### src/rtl/gwp_pkg.sv
// Package for the G-code word parser: shared types and constants.
// No dependencies.
package gwp_pkg;
	localparam logic [7:0] CH_MINUS = 8'h2D;
	localparam logic [7:0] CH_POINT = 8'h2E;
	localparam logic [7:0] CH_ZERO  = 8'h30;
	localparam logic [7:0] CH_NINE  = 8'h39;

	typedef enum logic [2:0] {
		LT_G = 3'd0, LT_X = 3'd1, LT_Y = 3'd2, LT_Z = 3'd3,
		LT_I = 3'd4, LT_J = 3'd5, LT_K = 3'd6, LT_F = 3'd7
	} letter_t;

	typedef enum logic [3:0] {
		PH_IDLE = 4'b0001, PH_LETTER = 4'b0010, PH_INT = 4'b0100, PH_FRAC = 4'b1000
	} phase_t;

	// classified character handed from front to back
	typedef struct packed {
		logic       flush;
		logic       line_end;
		logic       is_letter;
		letter_t    letter;
		logic       is_digit;
		logic [3:0] digit;
		logic       is_minus;
		logic       is_point;
	} cls_t;
endpackage

### src/rtl/gwp_front.sv
// Front end: accepts characters, classifies them and queues them.
// Depends on gwp_pkg.
module gwp_front (
	input  logic             clk,
	input  logic             arst_n,
	input  logic             in_valid,
	output logic             in_ready,
	input  logic [7:0]       in_char,
	input  logic             in_line_end,
	input  logic             in_flush,
	output logic             q_valid,
	input  logic             q_ready,
	output gwp_pkg::cls_t    q_item
);
	gwp_pkg::cls_t mem [4];
	logic [1:0] wp_q, rp_q;
	logic [2:0] cnt_q;
	gwp_pkg::cls_t c;
	logic push, pop;

	always_comb begin
		c = '0;
		c.flush = in_flush;
		c.line_end = in_line_end;
		c.is_letter = 1'b1;
		unique case (in_char)
			8'h47: c.letter = gwp_pkg::LT_G;
			8'h58: c.letter = gwp_pkg::LT_X;
			8'h59: c.letter = gwp_pkg::LT_Y;
			8'h5A: c.letter = gwp_pkg::LT_Z;
			8'h49: c.letter = gwp_pkg::LT_I;
			8'h4A: c.letter = gwp_pkg::LT_J;
			8'h4B: c.letter = gwp_pkg::LT_K;
			8'h46: c.letter = gwp_pkg::LT_F;
			default: begin
				c.letter = gwp_pkg::LT_G;
				c.is_letter = 1'b0;
			end
		endcase
		c.is_digit = (in_char >= gwp_pkg::CH_ZERO) && (in_char <= gwp_pkg::CH_NINE);
		c.digit = c.is_digit ? 4'(in_char - gwp_pkg::CH_ZERO) : 4'd0;
		c.is_minus = in_char == gwp_pkg::CH_MINUS;
		c.is_point = in_char == gwp_pkg::CH_POINT;
	end

	assign in_ready = cnt_q != 3'd4;
	assign q_valid = cnt_q != 3'd0;
	assign push = in_valid && in_ready;
	assign pop = q_valid && q_ready;
	assign q_item = mem[rp_q];

	always_ff @(posedge clk) begin
		if (push) mem[wp_q] <= c;
	end

	always_ff @(posedge clk or negedge arst_n) begin
		if (!arst_n) begin
			wp_q <= '0;
			rp_q <= '0;
			cnt_q <= '0;
		end else begin
			if (push) wp_q <= wp_q + 2'd1;
			if (pop) rp_q <= rp_q + 2'd1;
			cnt_q <= cnt_q + 3'(push) - 3'(pop);
		end
	end
endmodule

### src/rtl/gwp_back.sv
// Back end: scans words, keeps modal values and emits line snapshots.
// Depends on gwp_pkg.
module gwp_back #(
	parameter int FRACTION_DIGITS = 4,
	parameter int VALUE_BITS = 40
) (
	input  logic                  clk,
	input  logic                  arst_n,
	input  logic                  q_valid,
	output logic                  q_ready,
	input  gwp_pkg::cls_t         q_item,
	output logic                  out_valid,
	input  logic                  out_ready,
	output logic [1:0]            motion_q,
	output logic [VALUE_BITS-1:0] val_q [7],
	output logic [6:0]            seen_q,
	output logic                  bad_q
);
	localparam int MB = VALUE_BITS + 1;
	localparam logic [MB-1:0] CAP = MB'(1) << (VALUE_BITS - 1);
	localparam logic [MB-1:0] SCALE = MB'(10 ** FRACTION_DIGITS);

	gwp_pkg::phase_t ph_q, ph;
	gwp_pkg::letter_t let_q, let_n;
	logic minus_q, minus_n;
	logic [MB-1:0] acc_q, acc_n;
	logic [2:0] fc_q, fc_n;
	logic [1:0] mot_r_q, mot_n;
	logic [VALUE_BITS-1:0] wv_q [7];
	logic [VALUE_BITS-1:0] wv_n [7];
	logic [6:0] seen_r_q, seen_n;
	logic bad_r_q, bad_n;
	logic out_valid_q;
	logic take, fin_old, redisp;
	logic [MB+4:0] sh, fa;
	logic [MB-1:0] add;
	logic [2:0] idx_old, idx_end;

	function automatic logic [MB-1:0] pow10(input logic [2:0] n);
		logic [MB-1:0] p;
		p = MB'(1);
		for (int i = 0; i < 7; i++) if (3'(i) < n) p = MB'(p * 10);
		return p;
	endfunction

	function automatic logic [VALUE_BITS-1:0] word_val(input logic neg,
		input logic [MB-1:0] mag);
		if (neg) return VALUE_BITS'(-mag);
		return (mag >= CAP) ? VALUE_BITS'(CAP - MB'(1)) : VALUE_BITS'(mag);
	endfunction

	function automatic logic g_bad(input logic neg, input logic [MB-1:0] mag);
		return (neg && mag != '0) || mag > MB'(3);
	endfunction

	assign out_valid = out_valid_q;
	assign q_ready = !out_valid_q || out_ready;
	assign take = q_valid && q_ready;

	always_comb begin
		ph = q_item.flush ? gwp_pkg::PH_IDLE : ph_q;
		let_n = let_q;
		minus_n = q_item.flush ? 1'b0 : minus_q;
		acc_n = q_item.flush ? '0 : acc_q;
		fc_n = q_item.flush ? 3'd0 : fc_q;
		mot_n = q_item.flush ? 2'd0 : mot_r_q;
		seen_n = q_item.flush ? 7'd0 : seen_r_q;
		bad_n = bad_r_q;
		for (int i = 0; i < 7; i++) wv_n[i] = q_item.flush ? '0 : wv_q[i];
		fin_old = 1'b0;
		redisp = 1'b0;
		add = (let_q == gwp_pkg::LT_G) ? MB'(q_item.digit)
			: MB'(MB'(q_item.digit) * SCALE);
		sh = (MB+5)'({acc_n, 3'b0}) + (MB+5)'({acc_n, 1'b0}) + (MB+5)'(add);
		fa = (MB+5)'(acc_n) + (MB+5)'(MB'(MB'(q_item.digit) * pow10(3'(FRACTION_DIGITS - 1) - fc_n)));
		unique case (ph) inside
			gwp_pkg::PH_IDLE: redisp = 1'b1;
			gwp_pkg::PH_LETTER, gwp_pkg::PH_INT: begin
				if (ph == gwp_pkg::PH_LETTER && q_item.is_minus) begin
					minus_n = 1'b1;
					ph = gwp_pkg::PH_INT;
				end else if (q_item.is_digit) begin
					acc_n = (sh > (MB+5)'(CAP)) ? CAP : MB'(sh);
					ph = gwp_pkg::PH_INT;
				end else if (q_item.is_point && let_q != gwp_pkg::LT_G) begin
					ph = gwp_pkg::PH_FRAC;
					fc_n = 3'd0;
				end else begin
					fin_old = 1'b1;
					redisp = 1'b1;
				end
			end
			gwp_pkg::PH_FRAC: begin
				if (q_item.is_digit) begin
					if (fc_n < 3'(FRACTION_DIGITS)) begin
						acc_n = (fa > (MB+5)'(CAP)) ? CAP : MB'(fa);
						fc_n = fc_n + 3'd1;
					end
				end else begin
					fin_old = 1'b1;
					redisp = 1'b1;
				end
			end
			default: redisp = 1'b1;
		endcase
		idx_old = 3'(let_n - 3'd1);
		if (fin_old) begin
			if (let_n == gwp_pkg::LT_G) begin
				if (g_bad(minus_n, acc_n)) bad_n = 1'b1;
				else mot_n = acc_n[1:0];
			end else begin
				wv_n[idx_old] = word_val(minus_n, acc_n);
				seen_n[idx_old] = 1'b1;
			end
		end
		if (redisp) begin
			if (q_item.is_letter) begin
				ph = gwp_pkg::PH_LETTER;
				let_n = q_item.letter;
				minus_n = 1'b0;
				acc_n = '0;
				fc_n = 3'd0;
			end else ph = gwp_pkg::PH_IDLE;
		end
		// close the word still open at the end of the line
		idx_end = 3'(let_n - 3'd1);
		if (q_item.line_end && ph != gwp_pkg::PH_IDLE) begin
			if (let_n == gwp_pkg::LT_G) begin
				if (g_bad(minus_n, acc_n)) bad_n = 1'b1;
				else mot_n = acc_n[1:0];
			end else begin
				wv_n[idx_end] = word_val(minus_n, acc_n);
				seen_n[idx_end] = 1'b1;
			end
			ph = gwp_pkg::PH_IDLE;
		end
	end

	always_ff @(posedge clk or negedge arst_n) begin
		if (!arst_n) begin
			ph_q <= gwp_pkg::PH_IDLE;
			let_q <= gwp_pkg::LT_G;
			minus_q <= 1'b0;
			acc_q <= '0;
			fc_q <= '0;
			mot_r_q <= '0;
			seen_r_q <= '0;
			bad_r_q <= 1'b0;
			out_valid_q <= 1'b0;
			for (int i = 0; i < 7; i++) wv_q[i] <= '0;
		end else begin
			if (take && q_item.line_end) out_valid_q <= 1'b1;
			else if (out_ready) out_valid_q <= 1'b0;
			if (take) begin
				ph_q <= ph;
				let_q <= let_n;
				minus_q <= minus_n;
				acc_q <= acc_n;
				fc_q <= fc_n;
				mot_r_q <= mot_n;
				seen_r_q <= seen_n;
				wv_q <= wv_n;
				bad_r_q <= q_item.line_end ? 1'b0 : bad_n;
			end
		end
	end

	always_ff @(posedge clk) begin
		if (take && q_item.line_end) begin
			motion_q <= mot_n;
			val_q <= wv_n;
			seen_q <= seen_n;
			bad_q <= bad_n;
		end
	end
endmodule

### src/rtl/gcode_word_parser.sv
// Top level of the G-code word parser.
// Depends on gwp_pkg, gwp_front, gwp_back.
// Takes one character per cycle; a four-entry queue parts the classifier from the
// word scanner, which also finishes one character per cycle, and a snapshot register
// holds each line result. Throughput is one character per cycle; the scanner stalls
// only while a snapshot waits on m_tready, and s_tready drops once the queue then
// holds four characters. A line-end character passes through the queue, and its snapshot
// is then loaded into the snapshot register.
module gcode_word_parser #(
	parameter int FRACTION_DIGITS = 4,
	parameter int VALUE_BITS = 40
) (
	input  logic                       clk,
	input  logic                       arst_n,
	input  logic                       s_tvalid,
	output logic                       s_tready,
	input  logic [7:0]                 s_tdata,  // character
	input  logic                       s_tuser,  // flush
	input  logic                       s_tlast,  // line_end
	output logic                       m_tvalid,
	input  logic                       m_tready,
	// motion_mode, x, y, z, i, j, k, feed values, seen_mask, bad_motion
	output logic [7*VALUE_BITS+10+((8-((7*VALUE_BITS+10)%8))%8)-1:0] m_tdata
);
	localparam int W = 7 * VALUE_BITS + 10;
	localparam int WP = W + ((8 - (W % 8)) % 8);
	logic q_valid, q_ready;
	gwp_pkg::cls_t q_item;
	logic [1:0] mot;
	logic [VALUE_BITS-1:0] val [7];
	logic [6:0] seen;
	logic bad;
	logic [W-1:0] packed_d;

	gwp_front u_front (
		.clk, .arst_n, .in_valid(s_tvalid), .in_ready(s_tready), .in_char(s_tdata),
		.in_line_end(s_tlast), .in_flush(s_tuser),
		.q_valid, .q_ready, .q_item
	);
	gwp_back #(.FRACTION_DIGITS(FRACTION_DIGITS), .VALUE_BITS(VALUE_BITS)) u_back (
		.clk, .arst_n, .q_valid, .q_ready, .q_item, .out_valid(m_tvalid),
		.out_ready(m_tready), .motion_q(mot), .val_q(val), .seen_q(seen), .bad_q(bad)
	);

	assign packed_d = {bad, seen, val[6], val[5], val[4], val[3], val[2], val[1],
		val[0], mot};
	assign m_tdata = WP'(packed_d);
endmodule

### config.mk
export PLATFORM = sky130hd
export DESIGN_NAME = gcode_word_parser
export DESIGN_NICKNAME = d
export VERILOG_FILES = /design/src/rtl/gwp_pkg.sv /design/src/rtl/gwp_front.sv /design/src/rtl/gwp_back.sv /design/src/rtl/gcode_word_parser.sv
export SDC_FILE = /design/constraint.sdc
export NUM_CORES = 2
export LEC_CHECK = 0
export BUFFER_PORTS_ARGS = -buffer_cell sky130_fd_sc_hd__buf_2
export CORE_UTILIZATION = 31
export CTS_BUF_LIST = sky130_fd_sc_hd__clkbuf_4 sky130_fd_sc_hd__clkbuf_8
export DETAILED_ROUTE_END_ITERATION = 7
export GPL_ROUTABILITY_DRIVEN = 0
export PLACE_DENSITY = 0.47
export REMOVE_ABC_BUFFERS = 1
export SLEW_MARGIN = 25
export SYNTH_ARGS = -nofsm -noshare
export SYNTH_HDL_FRONTEND = slang
export SYNTH_SLANG_ARGS = --single-unit
### constraint.sdc
create_clock -name clk -period 14.8 [get_ports clk]
set_clock_uncertainty 0.1 [all_clocks]
set_input_delay 2.22 -clock clk [delete_from_list [all_inputs] [get_ports clk]]
set_output_delay 2.22 -clock clk [all_outputs]
set_load 0.05 [all_outputs]
==> impl_metrics.toml <==
[finish]
final_layout_size_suffix_gt1_share_pct = 21.6
fin_nets = 5657
fillers = 15400
design_area_um2 = 54600
syn2layout_area_growth_pct = 16.6
fin_util_pct = 36.4

[sta]
fin_setup_tns_ns = 0
hold_viol_final = 0
worst_pin_slew_ns = 1.14
fin_crit_sh_pct = 95.1
max_freq_mhz = 71.0
finalMaxSlewViolations = 0
max_slew_margin_pct = 23.6
finalSetupViolCount = 0
whs_ns = 0.368
post-route-min-period_ns = 14.08

[critical_path]
slowest_delay_ns = 0.51
critical_path_required_ns = 15.33
cpLargestDelayFamily = "compound AO/OA/AOI/OAI gates"
cpMaxStageDelayCell = "fa_1"
worst_setup_path_start_kind = "register"
worstSetupPathType = "reg2reg"
path_max_fanout = 22
ff2ff_path_depth = 64
crit_path_end_kind = "register"
reg2reg_to = "u_back.motion_q[0]"
rrSetupSlack_ns = 0.72
r2r_start = "u_front.rp_q[1]"
crit_arrival_ns = 14.62
path_common_cell = "buf_4"
cp_num_buf_inv = 10

[die]
initial_utilization_pct = 31.2
die_h_um = 391
die_area_um2 = 153000
rows = 142
coreArea_um2 = 150000
die_x_um = 391
num_io_pins = 312

[placed_design]
placed_area_um2 = 51500
dpl.hpwl_um = 126000
io_buffer_count = 305

[clock_tree]
clk_pin_slew_ns = 0.06
cts_tree = "built"
cts_made_buffers = 112
insertion_delay_ns = 0.85
cts_buffer_depth = 3
hold_buffers = 0
htree_levels = 3
cts-root-buf = "clkbuf_8"
cts_sinks = 692

[synth]
synth_top_cell_by_area = "edfxtp_1"
yosysTopAreaCellShare_pct = 21.9
synth_common_cells = "nand2_1, dfrtp_1, nor2_1"
syn_avg_cell_area_um2 = 9.40
synth-seq-cells = 692
async_reset_ff_share_pct = 50.6
synthFlopType = "dfrtp_1"
synthDistinctLibCells = 142
synth_area_um2 = 46800
synth.area.top_cells = "edfxtp_1, dfrtp_1, ha_1"
synth_edf_count = 342
yosysMostFrequentCell = "nand2_1"
synth-seq-area-share_pct = 40.6
syn_inst = 4981
ys_warn_count = 0

[global_route]
antenna_found_initial = 5
grt_pass1_vias = 39300
overflow = 0
grt_max_degree = 153
grt_usage_pct = 22.3
grt_first_pass_wirelength_um = 260000

[detailed_routing]
antenna_left = 0
vias = 41100
vias_per_cell = 5.50
drc_errors = 0
dr.pass1.iters = 5
finalWirelength_um = 175000
wl_per_cell_um = 23.4
drtIter0Drc = 3557

[worst_hold_path]
min_path_cells = 2
whs_endpoint = "u_back.ph_q[0]"
hold_class = "reg2reg"
hold_start = "u_back.ph_q[0]"

[pwr]
power.leakage_uw = 0.0243
vdd_ir_drop_max_mv = 0.197
p_per_area_nw_per_um2 = 212
power.total_uw = 11600

[run_status]
status = "finished, final reports clean"

[run]
maxCapViolCount = 0
## worst max-delay path by stage
| stage | slack [ns] | from | cells after the start | endpoint |
|---|---|---|---|---|
| floorplan | -7.76 | u_front.cnt_q[1] | 4 | u_back.bad_q |
| global placement | 0.01 | u_front.rp_q[1] | 62 | u_back.motion_q[1] |
| detailed placement | -0.18 | u_front.rp_q[1] | 63 | u_back.motion_q[1] |
| CTS | 0.02 | u_front.rp_q[1] | 62 | u_back.motion_q[0] |
| global route | -0.07 | u_front.rp_q[1] | 65 | u_back.motion_q[0] |
| finish | 0.72 | u_front.rp_q[1] | 64 | u_back.motion_q[0] |
## stage by stage
stage / cells / setup slack, ns
2_1_floorplan: 4702 / -7.76
3_3_place_gp: 7225 / 0.0106
3_5_place_dp: 7225 / -0.176
4_1_cts: 7438 / 0.0177
5_1_grt: 7470 / -0.0661
6_report: 7470 / 0.718
## cells in the final DEF (no fill, tap or decap), drive strengths merged, types with 114 or more instances in the layout
master	instances
nor2	347
a21oi	318
a31oi	114
nand2	766
o21ai	336
clkbuf	184
mux2	168
edfxtp	342
dfrtp	349
xnor2	115
inv	184
ha	231
buf	535
## worst reg2reg max path, delay by kind of cell, from the launching register on
family | cells | cell delay [ns]
AOI/OAI and AO/OA | 29 | 5.65
adders and majority gates | 9 | 3.14
and+or+nand+nor | 11 | 1.86
buffers and inverters | 10 | 1.51
muxes | 3 | 0.89
DFF | 1 | 0.38
xor gates and xnor gates | 2 | 0.29
## registers in the layout, summed over array words and instances (netlist names)
name              cells
u_back.seen_r_q       7
u_back.let_q          3
u_back.wv_q         280
u_back.val_q        280
u_back.bad_q          1
u_back.ph_q           4
u_back.minus_q        1
u_back.seen_q         7
u_front.wp_q          2
u_back.out_valid      1
u_back.fc_q           3
u_front.rp_q          2
u_front.cnt_q         3
u_front.mem          52
u_back.motion_q       2
u_back.acc_q         41
u_back.mot_r_q        2
u_back.bad_r_q        1
## power breakdown
group	switching, uW	leakage [uW]	internal [uW]
sequential	315	0.00823	2750
combinational	4880	0.0147	1800
clock	835	0.00130	977
## repair_timing
item                       CTS  global route
pin swaps                    0            31
setup endpoints to repair   24           552
buffers inserted             0            28
resized for setup           13            96
gates cloned                 0             1
## per-layer routing
layer  track usage, %  vias up  part of all wire [%]  wire length, um
li1                 -    19000                     -                -
met1             32.2    20300                    46            81300
met2             34.5     1493                    44            77600
met3             3.45      257                   6.6            11500
met4             5.83        0                   2.6             4540
met5                0        -                     0                0
## layout make-up
class | instances | area, um^2 | share of cell area (%)
clock buffer | 183 | 2190 | 4.00
clock inverter | 30 | 258 | 0.472
antenna | 3 | 7.51 | 0.0137
sequential | 692 | 19000 | 34.8
multi-input combinational | 3828 | 26600 | 48.6
timing repair buffer | 536 | 3360 | 6.15
inverter | 182 | 701 | 1.28
tap | 2016 | 2520 | 4.62
## logic make-up (layout without fill, tap and decap cells)
family	after synthesis	count (layout)	share of synthesized area [%]
and+or+nand+nor	1719	1719	17.2
xor gates and xnor gates	165	165	3.13
adders and majority gates	291	291	8.73
muxes	199	199	4.96
DFF	692	692	40.6
AOI/OAI and AO/OA	1435	1435	21.2
buffers and inverters	478	931	4.12
other	2	22	0.0160
No activity file was read; power rests on OpenSTA's default activity.
